===== config.mk =====
export PLATFORM = sky130hd
export DESIGN_NAME = lca_controller
export DESIGN_NICKNAME = d
export VERILOG_FILES = /design/src/rtl/lca_pkg.sv /design/src/rtl/lca_controller.sv
export SDC_FILE = /design/constraint.sdc
export NUM_CORES = 1
export LEC_CHECK = 0
export BUFFER_PORTS_ARGS = -buffer_cell sky130_fd_sc_hd__buf_2
export CAP_MARGIN = 20
export CELL_PAD_IN_SITES_DETAIL_PLACEMENT = 1
export CELL_PAD_IN_SITES_GLOBAL_PLACEMENT = 2
export CORE_MARGIN = 5
export CORE_UTILIZATION = 25
export CTS_CLUSTER_SIZE = 16
export DETAILED_ROUTE_END_ITERATION = 12
export GPL_ROUTABILITY_DRIVEN = 0
export GPL_TIMING_DRIVEN = 0
export PLACE_DENSITY_LB_ADDON = 0.1
export SLEW_MARGIN = 20
export SYNTH_ARGS = -nofsm -noshare
export SYNTH_HDL_FRONTEND = slang
export SYNTH_SLANG_ARGS = --single-unit

===== constraint.sdc =====
create_clock -name clock -period 1.92 [get_ports clock]
set_input_delay 0.096 -clock clock [delete_from_list [all_inputs] [get_ports clock]]
set_output_delay 0.096 -clock clock [all_outputs]
set_load 0.02 [all_outputs]

===== src/rtl/lca_pkg.sv =====
`timescale 1ns / 1ps

package lca_pkg;

   // Default table geometry, handed down from the top level.
   localparam int SLOTS_DEF     = 256;
   localparam int KEY_BITS_DEF  = 64;

   // Fixed field widths on the streaming ports.
   localparam int REQ_DATA_BITS = 64;
   localparam int SLOT_BITS     = 8;
   localparam int RSP_DATA_BITS = 16;

   typedef enum logic [7:0] {
      ST_CLEAR    = 8'b0000_0001,
      ST_IDLE     = 8'b0000_0010,
      ST_SCAN     = 8'b0000_0100,
      ST_SCAN_END = 8'b0000_1000,
      ST_SELECT   = 8'b0001_0000,
      ST_UPDATE   = 8'b0010_0000,
      ST_UPD_END  = 8'b0100_0000,
      ST_DONE     = 8'b1000_0000
   } state_type;

   // Commands from the controller to the datapath.
   typedef struct packed {
      logic clear_wr;   // write reset values at the counter address
      logic cnt_clr;    // return the slot counter to zero
      logic cnt_step;   // advance the slot counter
      logic load_key;   // capture the request key and clear the match flag
      logic scan_rd;    // read key and rank at the counter address for the search
      logic do_select;  // settle the chosen slot, store the key on a miss
      logic upd_rd;     // read a rank at the counter address for the rank update
      logic rsp_load;   // move the result into the output register
   } ctrl_cmd_type;

   // Status from the datapath to the controller.
   typedef struct packed {
      logic cnt_last;   // counter stands at the last slot
      logic rsp_free;   // output register can take a result this cycle
   } ctrl_sts_type;

endpackage


===== src/rtl/lca_controller.sv =====
`timescale 1ns / 1ps

module lca_controller (
   input  logic                  clock,
   input  logic                  reset,
   input  logic                  req_tvalid,
   output logic                  req_tready,
   output lca_pkg::ctrl_cmd_type cmd,
   input  lca_pkg::ctrl_sts_type sts
);

   import lca_pkg::*;

   state_type state_ff, state_in;

   always_comb begin
      state_in = state_ff;
      cmd      = '0;
      unique case (state_ff)
         ST_CLEAR: begin
            cmd.clear_wr = 1'b1;
            cmd.cnt_step = 1'b1;
            if (sts.cnt_last) begin
               cmd.cnt_clr = 1'b1;
               state_in    = ST_IDLE;
            end
         end
         ST_IDLE: begin
            cmd.cnt_clr = 1'b1;
            if (req_tvalid) begin
               cmd.load_key = 1'b1;
               state_in     = ST_SCAN;
            end
         end
         ST_SCAN: begin
            cmd.scan_rd  = 1'b1;
            cmd.cnt_step = 1'b1;
            if (sts.cnt_last) begin
               state_in = ST_SCAN_END;
            end
         end
         ST_SCAN_END: begin
            state_in = ST_SELECT;
         end
         ST_SELECT: begin
            cmd.do_select = 1'b1;
            cmd.cnt_clr   = 1'b1;
            state_in      = ST_UPDATE;
         end
         ST_UPDATE: begin
            cmd.upd_rd   = 1'b1;
            cmd.cnt_step = 1'b1;
            if (sts.cnt_last) begin
               state_in = ST_UPD_END;
            end
         end
         ST_UPD_END: begin
            state_in = ST_DONE;
         end
         ST_DONE: begin
            if (sts.rsp_free) begin
               cmd.rsp_load = 1'b1;
               state_in     = ST_IDLE;
            end
         end
         default: begin
            cmd.cnt_clr = 1'b1;
            state_in    = ST_CLEAR;
         end
      endcase
   end

   always_ff @(posedge clock) begin
      if (reset) begin
         state_ff <= ST_CLEAR;
      end else begin
         state_ff <= state_in;
      end
   end

   assign req_tready = (state_ff == ST_IDLE);

   a_state_onehot : assert property (@(posedge clock) disable iff (reset)
      $onehot(state_ff))
      else $error("controller state lost its one-hot form");

   a_accept_starts_scan : assert property (@(posedge clock) disable iff (reset)
      (req_tvalid && req_tready) |=> (state_ff == ST_SCAN))
      else $error("accepted request did not start a search");

   a_rsp_load_free : assert property (@(posedge clock) disable iff (reset)
      cmd.rsp_load |-> sts.rsp_free)
      else $error("result loaded over one not yet taken");

   a_no_accept_while_busy : assert property (@(posedge clock) disable iff (reset)
      (cmd.scan_rd || cmd.upd_rd || cmd.clear_wr) |-> !req_tready)
      else $error("request channel ready while a table pass runs");

endmodule

==> flow_metrics.py, run 1 <==
metrics = {
    "run_status": {
        "status": "finished, violations left",
        "failed_checks": "negative setup slack",
    },
    "global_routing": {
        "overflow": 0,
        "grt_pass1_wl_um": 2420,
        "grt_max_degree": 9,
        "grt_use_total_pct": 12.1,
        "grt_pass1_vias": 516,
        "antenna_found_initial": 0,
    },
    "route": {
        "met3WireLength_um": 62,
        "routed.top_layer": "met4",
        "viasPerCell": 4.74,
        "drc": 0,
        "drtIter0Drc": 1,
        "wl_per_cell_um": 13.5,
        "wl_met1_um": 717,
        "totalWireLength_um": 1470,
        "first_pass_iters": 4,
        "vias": 517,
        "postRouteAntennaNets": 0,
        "route.met2.wl_um": 674,
    },
    "synthesis": {
        "ys.flop_type": "dfxtp_1",
        "async_reset_ff_share_pct": 0,
        "netlist_instances": 59,
        "synth_cell_type_count": 32,
        "syn_nets": 64,
        "synthTopCellsByArea": "dfxtp_1 32%, nor4_4 4.2%, a21oi_1 3.9%, o21ai_0 3.9%, inv_1 3.7%",
        "synth_common_cells": "8 x dfxtp_1, 5 x inv_1, 4 x a21oi_1, 4 x nor2_1, 4 x o21ai_0",
        "synth_seq_cells": 8,
        "ys_warn_count": 0,
        "synth_top_area_share_pct": 31.5,
        "synth.largest_area_cell": "dfxtp_1",
        "yosysMostFrequentCell": "dfxtp_1",
        "synthesis.area_um2": 508,
        "synth_area_per_cell_um2": 8.61,
        "ys_seq_area_share_pct": 31.5,
        "synth_edf_count": 0,
    },
    "place": {
        "place_area_um2": 607,
        "post-dp-hpwl_um": 1010,
        "port_buffers": 13,
    },
    "floorplanning": {
        "fp-row-count": 16,
        "pin_count": 14,
        "fp.dieH_um": 55.1,
        "core_area_um2": 1940,
        "fp.dieW_um": 55.1,
        "dieArea_um2": 3030,
        "initial_core_util_pct": 26.2,
    },
    "sta": {
        "setup_slack_ns": -0.0289,
        "setup-violations-final": 1,
        "rsz0062_at_grt": "true",
        "finClkSkew_ns": 0.000443,
        "final-hold-violation-count": 0,
        "maxSlewHeadroom_pct": 73.8,
        "fin_crit_ns": 1.95,
        "worst_pin_slew_ns": 0.393,
        "finalCritPeriodShare_pct": 102,
        "fmax_ghz": 0.513,
        "slew_violations": 0,
    },
    "final_layout": {
        "seq_area_um2": 171,
        "stdcell_area_um2": 739,
        "antenna_cells": 0,
        "area_delta_synth_final_pct": 45.6,
        "layout.nets": 89,
        "reg_top3": "state_ff (8)",
        "largest_reg_flops": 8,
        "multi_input_area_um2": 335,
        "largest_register": "state_ff",
        "num-fill-cells": 259,
        "drive_above_1_share_pct": 48.8,
    },
    "power_and_ir_drop": {
        "power_uw": 657,
        "p_leak_uw": 0.000325,
        "power.density_nw_per_um2": 888,
        "ir_drop_mv": 0.544,
    },
    "setup_path": {
        "r2r_cells": 8,
        "critPathKind": "reg2out",
        "critPathMaxFanout": 4,
        "critPathLaunchType": "flop",
        "cp.required_ns": 1.82,
        "r2r-end": "state_ff[4]$_SDFFE_PP0P_",
        "endpoint_kind": "output pin",
        "endpoint": "cmd[6]",
        "crit_arrival_ns": 1.85,
        "worstSetupStartpoint": "state_ff[0]$_SDFFE_PP1P_",
        "r2r_slack_ns": 0.08,
        "r2r_start": "state_ff[0]$_SDFFE_PP1P_",
    },
    "clocking": {
        "clock-root-buffer": "clkbuf_4",
        "clk_latency_ns": 0.25,
        "clk_pin_slew_ns": 0.06,
        "cts-buffers-inserted": 3,
        "cts_tree": "yes",
        "cts_buffer_depth": 2,
        "holdBufCountCts": 0,
        "ctsHtreeMaxLevel": 1,
        "clock_sinks": 8,
    },
    "job": {
        "max_cap_viol_count": 0,
    },
    "worst_hold_path": {
        "hold_path.class": "in2reg",
    },
}
cell type report:
cell class | instances | share of cell area (%)
repair buffers | 21 | 17.8
inverters | 5 | 2.54
well taps | 27 | 4.57
plain buffers | 3 | 3.55
clock buffers | 3 | 3.05
multi-input cells | 42 | 45.3
flip-flops and latches | 8 | 23.2
power breakdown:
group | leakage (µW) | switching [µW] | internal (µW)
logic | 0.000244 | 152 | 167
registers | 0.0000672 | 22.9 | 182
clock network | 0.0000138 | 60.9 | 71.8
total | 0.000325 | 236 | 420
through the flow:
| step | setup slack, ns | setup TNS [ns] | hold WS, ns | utilization, % | cells |
|---|---|---|---|---|---|
| after CTS | 0.00178 | 0 | 0.0985 | 36.7 | 109 |
| after detailed placement | 0.0928 | 0 | 0.373 | 31.3 | 99 |
| after floorplan | 0.271 | 0 | 0.165 | - | 59 |
| after global placement | 0.102 | 0 | 0.383 | 31.3 | 99 |
| after global routing | -0.115 | -0.120 | 0.105 | 38.1 | 109 |
| final | -0.0289 | -0.0289 | 0.110 | 38.1 | 109 |
layout by cell type, fill, tap and decap left out, drive strengths merged:
| cell type | count |
|---|---|
| nor4 | 3 |
| a311o | 1 |
| nor3b | 3 |
| nor4b | 1 |
| xor2 | 1 |
| nand4b | 2 |
| o22ai | 1 |
| inv | 5 |
| nand3b | 2 |
| nor2 | 4 |
| nor2b | 3 |
| or3b | 1 |
| o2bb2ai | 1 |
| clkbuf | 3 |
| nand3 | 1 |
| o21ai | 4 |
| and2 | 2 |
| nand2 | 1 |
| nand2b | 1 |
| a21o | 1 |
| buf | 24 |
| or3 | 1 |
| a21oi | 4 |
| and3 | 2 |
| nor3 | 2 |
| dfxtp | 8 |
worst max-delay path, stage by stage, from the launching register on:
cell and delay [ns]:
dfxtp_4 0.36, nor4_4 0.32, nor3b_4 0.26, nand3b_1 0.15, and3_4 0.20, a21o_4 0.18
buf_6 0.12
what timing repair did:
item / in CTS / in global routing
buffers inserted: 8 / 1
endpoints found under the hold margin: 0 / 0
endpoints found under the setup margin: 1 / 2
pin swaps: 4 / 4
gates resized for setup: 9 / 7
cloned: 0 / 0
worst min-delay path by stage:
stage / startpoint / to / slack, ns / cells after the start
3_3_place_gp: reset / state_ff[1]$_SDFFE_PP0P_ / 0.38 / 2
2_1_floorplan: reset / state_ff[1]$_SDFFE_PP0P_ / 0.17 / 1
4_1_cts: reset / state_ff[1]$_SDFFE_PP0P_ / 0.1 / 2
3_5_place_dp: reset / state_ff[1]$_SDFFE_PP0P_ / 0.37 / 2
6_report: reset / state_ff[1]$_SDFFE_PP0P_ / 0.11 / 2
5_1_grt: reset / state_ff[1]$_SDFFE_PP0P_ / 0.10 / 2
logic make-up (layout without fill, tap and decap cells):
family	after synthesis	in the layout	share of synthesized area, %
buffers and inverters	9	32	9.85
AOI/OAI and AO/OA	12	12	14.5
DFF	8	8	31.5
xor gates and xnor gates	1	1	1.72
and+or+nand+nor	29	29	42.4
metal layers:
metal / track usage (%) / vias to the layer above
li1: - / 257
met1: 15.4 / 246
met4: 8.50 / 0
met3: 2.41 / 2
met2: 17.9 / 12
met5: 0 / -
(Power assumes the default switching activity.)
==> run 2: changes to the inputs <==
--- a/config.mk
+++ b/config.mk
@@ -16,6 +16,7 @@
 export GPL_ROUTABILITY_DRIVEN = 0
 export GPL_TIMING_DRIVEN = 0
 export PLACE_DENSITY_LB_ADDON = 0.1
+export RECOVER_POWER = 50
 export SLEW_MARGIN = 20
 export SYNTH_ARGS = -nofsm -noshare
 export SYNTH_HDL_FRONTEND = slang
==> flow_metrics.py, run 2 (synthesized netlist as in run 1, its figures left out) <==
metrics = {
    "run_status": {
        "status": "finished, violations left",
        "failed_checks": "negative setup slack",
    },
    "sta": {
        "finalCritPeriodShare_pct": 102,
        "finClkSkew_ns": 0.000686,
        "maxSlewHeadroom_pct": 73.8,
        "setup-violations-final": 1,
        "setup_slack_ns": -0.0289,
        "fmax_ghz": 0.513,
        "final-hold-violation-count": 0,
        "rsz0062_at_grt": "true",
        "worst_pin_slew_ns": 0.393,
        "fin_crit_ns": 1.95,
        "slew_violations": 0,
    },
    "global_routing": {
        "antenna_found_initial": 0,
        "grt_max_degree": 9,
        "overflow": 0,
        "gr-max-usage-layer": "met2",
        "grt_pass1_vias": 516,
        "grt_use_total_pct": 12.1,
        "grt_pass1_wl_um": 2420,
        "use_met3_pct": 2.41,
        "grt_use_met2_pct": 17.9,
        "use_met1_pct": 15.4,
    },
    "worst_hold_path": {
        "hold_path.class": "in2reg",
    },
    "final_layout": {
        "area_delta_synth_final_pct": 44.6,
        "final_common_cell": "buf_2",
        "reg_top3": "state_ff (8)",
        "largest_register": "state_ff",
        "num-fill-cells": 262,
        "fin_util_pct": 37.8,
        "antenna_cells": 0,
        "fin_cells": 109,
        "drive_above_1_share_pct": 46.3,
        "largest_reg_flops": 8,
        "most-common-layout-cells": "11 x buf_2, 10 x buf_4, 5 x inv_1",
        "layout.nets": 89,
    },
    "job": {
        "max_cap_viol_count": 0,
    },
    "clocking": {
        "holdBufCountCts": 0,
        "cts_tree": "yes",
        "clock-root-buffer": "clkbuf_4",
        "clk_latency_ns": 0.25,
        "ctsHtreeMaxLevel": 1,
        "clock_sinks": 8,
        "cts_buffer_depth": 2,
        "cts-buffers-inserted": 3,
        "clk_pin_slew_ns": 0.06,
    },
    "floorplanning": {
        "fp-row-count": 16,
        "initial_core_util_pct": 26.2,
        "fp.dieW_um": 55.1,
        "core_area_um2": 1940,
        "pin_count": 14,
        "dieArea_um2": 3030,
        "fp.dieH_um": 55.1,
    },
    "route": {
        "viasPerCell": 4.69,
        "first_pass_iters": 4,
        "postRouteAntennaNets": 0,
        "totalWireLength_um": 1470,
        "wl_per_cell_um": 13.5,
        "drtIter0Drc": 1,
        "drc": 0,
        "vias": 511,
    },
    "setup_path": {
        "critPathKind": "reg2out",
        "endpoint_kind": "output pin",
        "critPathMaxFanout": 4,
        "crit_arrival_ns": 1.85,
        "critPathLaunchType": "flop",
        "cp.required_ns": 1.82,
    },
    "power_and_ir_drop": {
        "power_uw": 658,
        "ir_drop_mv": 0.544,
        "p_leak_uw": 0.000320,
        "power.density_nw_per_um2": 895,
    },
    "place": {
        "port_buffers": 13,
        "post-dp-hpwl_um": 1010,
        "dp.cells": 99,
        "dp_slack_ns": 0.0928,
    },
}
==> run 2: cell count changes in the layout (fill, tap and decap cells not counted) <==
cell and delta:
dfxtp_1 +1, dfxtp_4 -1, buf_2 -1, clkbuf_1 +1
==> run 2: area by class of cell <==
type,instances,area [µm²],area share [%]
multi-input cells,42,335,45.7
flip-flops and latches,8,168,22.8
repair buffers,21,130,17.7
well taps,27,33.8,4.60
plain buffers,3,26.3,3.58
clock buffers,3,22.5,3.07
inverters,5,18.8,2.56
==> run 2: worst paths after layout <==
check / startpoint / endpoint / slack, ns / cells after the start
min reg2reg: state_ff[2]$_SDFFE_PP0P_ / state_ff[6]$_SDFFE_PP0P_ / 0.57 / 2
max: state_ff[0]$_SDFFE_PP1P_ / cmd[6] / -0.03 / 6
min: reset / state_ff[1]$_SDFFE_PP0P_ / 0.11 / 2
max reg2reg: state_ff[0]$_SDFFE_PP1P_ / state_ff[4]$_SDFFE_PP0P_ / 0.08 / 8
==> run 2: per-layer routing <==
| layer | wire length (µm) | up-vias | part of all wire [%] |
|---|---|---|---|
| met1 | 728 | 242 | 49 |
| li1 | - | 257 | - |
| met5 | 0 | - | 0 |
| met2 | 674 | 10 | 46 |
| met3 | 50 | 2 | 3.4 |
| met4 | 18 | 0 | 1.2 |
==> run 2: report_power, final <==
group / switching (µW) / leakage, µW / internal (µW)
Clock: 61.0 / 0.0000138 / 71.8
Sequential: 22.9 / 0.0000664 / 183
Combinational: 152 / 0.000240 / 166
==> run 2: repair_timing <==
item / in CTS / in global routing
cloned: 0 / 0
setup buffers: 8 / 1
resized for setup: 9 / 7
pin swaps: 4 / 4
setup endpoints to repair: 1 / 2
==> run 2: stage by stage <==
step                      hold WS, ns  setup TNS [ns]  instance area (µm²)
after floorplan                 0.165               0                  508
after global placement          0.383               0                  607
after detailed placement        0.373               0                  607
after CTS                      0.0985               0                  712
after global routing            0.105          -0.120                  734
final                           0.114         -0.0289                  734
==> run 2: critical path: stages (launching register included) <==
cell and delay, ns:
dfxtp_4 0.36, nor4_4 0.32, nor3b_4 0.26, nand3b_1 0.15
and3_4 0.20, a21o_4 0.18, buf_6 0.12
==> run 3: changes to the inputs <==
--- a/config.mk
+++ b/config.mk
@@ -11,6 +11,7 @@
 export CELL_PAD_IN_SITES_GLOBAL_PLACEMENT = 2
 export CORE_MARGIN = 5
 export CORE_UTILIZATION = 25
+export CTS_BUF_LIST = sky130_fd_sc_hd__clkbuf_8
 export CTS_CLUSTER_SIZE = 16
 export DETAILED_ROUTE_END_ITERATION = 12
 export GPL_ROUTABILITY_DRIVEN = 0
==> flow_metrics.py, run 3 (synthesized netlist as in run 1, its figures left out) <==
metrics = {
    "clocking": {
        "cts_buffer_depth": 2,
        "ctsHtreeMaxLevel": 1,
        "cts_tree": "yes",
        "holdBufCountCts": 0,
        "clk_pin_slew_ns": 0.04,
        "cts-buffers-inserted": 3,
        "clock_sinks": 8,
        "clock-root-buffer": "clkbuf_8",
        "clk_latency_ns": 0.23,
    },
    "floorplanning": {
        "dieArea_um2": 3030,
        "initial_core_util_pct": 26.2,
        "fp.dieW_um": 55.1,
        "fp-row-count": 16,
        "fp.dieH_um": 55.1,
        "pin_count": 14,
        "core_area_um2": 1940,
    },
    "route": {
        "drc": 0,
        "first_pass_iters": 2,
        "postRouteAntennaNets": 0,
        "viasPerCell": 4.69,
        "drtIter0Drc": 2,
        "totalWireLength_um": 1260,
        "vias": 478,
        "wl_per_cell_um": 12.4,
    },
    "sta": {
        "final-hold-violation-count": 0,
        "fmax_ghz": 0.527,
        "fin_crit_ns": 1.90,
        "finalCritPeriodShare_pct": 98.8,
        "rsz0062_at_grt": "true",
        "slew_violations": 0,
        "setup-tns-final_ns": 0,
        "finClkSkew_ns": 0.00261,
        "maxSlewHeadroom_pct": 77.3,
        "worst_pin_slew_ns": 0.341,
        "setup-violations-final": 0,
    },
    "final_layout": {
        "drive_above_1_share_pct": 34.7,
        "largest_register": "state_ff",
        "layout.nets": 82,
        "fin_util_pct": 34.5,
        "final_common_cell": "buf_2",
        "num-fill-cells": 257,
        "area_delta_synth_final_pct": 31.8,
        "reg_top3": "state_ff (8)",
        "most-common-layout-cells": "11 x buf_2, 7 x dfxtp_1, 5 x inv_1",
        "largest_reg_flops": 8,
        "antenna_cells": 0,
        "stdcell_area_um2": 669,
    },
    "setup_path": {
        "critPathLaunchType": "flop",
        "critPathKind": "reg2out",
        "critPathMaxFanout": 7,
        "crit_chain": "nor4_4, nand4b_1, and2_4, and3_4, a21o_2, buf_2",
        "crit_path_top_delay_cell": "dfxtp_2",
        "endpoint_kind": "output pin",
        "cp.required_ns": 1.82,
        "slowest_delay_ns": 0.36,
        "crit_arrival_ns": 1.80,
    },
    "power_and_ir_drop": {
        "power_uw": 662,
        "power.density_nw_per_um2": 989,
        "p_leak_uw": 0.000288,
        "ir_drop_mv": 0.509,
    },
    "place": {
        "port_buffers": 13,
        "post-dp-hpwl_um": 1010,
        "place_area_um2": 607,
    },
    "global_routing": {
        "antenna_found_initial": 0,
        "grt_pass1_vias": 469,
        "overflow": 0,
        "grt_use_met2_pct": 14.6,
        "grt_pass1_wl_um": 2150,
        "use_met1_pct": 14.3,
        "use_met3_pct": 2.41,
        "grt_use_total_pct": 10.9,
        "gr-max-usage-layer": "met2",
        "grt_max_degree": 9,
    },
    "run_status": {
        "status": "complete, no violations",
    },
    "job": {
        "max_cap_viol_count": 0,
    },
    "worst_hold_path": {
        "hold_path.class": "in2reg",
    },
}
[run 3: final timing paths]
check / to / slack [ns] / from / cells past startpoint
min: state_ff[5]$_SDFFE_PP0P_ / 0.13 / reset / 2
max: cmd[6] / 0.02 / state_ff[5]$_SDFFE_PP0P_ / 6
min reg2reg: state_ff[3]$_SDFFE_PP0P_ / 0.54 / state_ff[5]$_SDFFE_PP0P_ / 1
max reg2reg: state_ff[0]$_SDFFE_PP1P_ / 0.21 / state_ff[5]$_SDFFE_PP0P_ / 5
[run 3: stage by stage]
stage          hold WS (ns)  setup WS [ns]  std cells
2_1_floorplan         0.165          0.271         59
3_3_place_gp          0.383          0.102         99
3_5_place_dp          0.373         0.0928         99
4_1_cts               0.129        0.00274        102
5_1_grt               0.137        -0.0928        102
6_report              0.131         0.0236        102
[run 3: worst max-delay path: cells and delay by family, from the launching register on]
family	cells	cell delay, ns
buf+inv	1	0.15
simple gates	4	0.89
compound gates	1	0.17
flops	1	0.36
[run 3: power by group]
part	switching [µW]	total (µW)	internal, µW
Sequential	23.2	203	180
Clock	66.5	202	136
Combinational	135	256	121
[run 3: what timing repair did]
| item | 4_1_cts | 5_1_grt |
|---|---|---|
| pin swaps | 2 | 0 |
| endpoints found under the setup margin | 1 | 1 |
| buffers inserted | 1 | 0 |
| gates resized for setup | 5 | 0 |
[run 3: layout make-up]
cell class                      instances  area, µm²  share of cell area (%)
Buffer                                  3       26.3                    3.93
Sequential cell                         8        161                    24.1
Inverter                                5       18.8                    2.80
Timing Repair Buffer                   14       70.1                    10.5
Multi-Input combinational cell         42        318                    47.5
Tap cell                               27       33.8                    5.05
Clock buffer                            3       41.3                    6.17
[run 3: metal layers]
metal	vias to the layer above	share of wire [%]
met5	-	0
met4	0	4.0
met3	5	3.6
met2	11	40
met1	217	53
li1	245	-
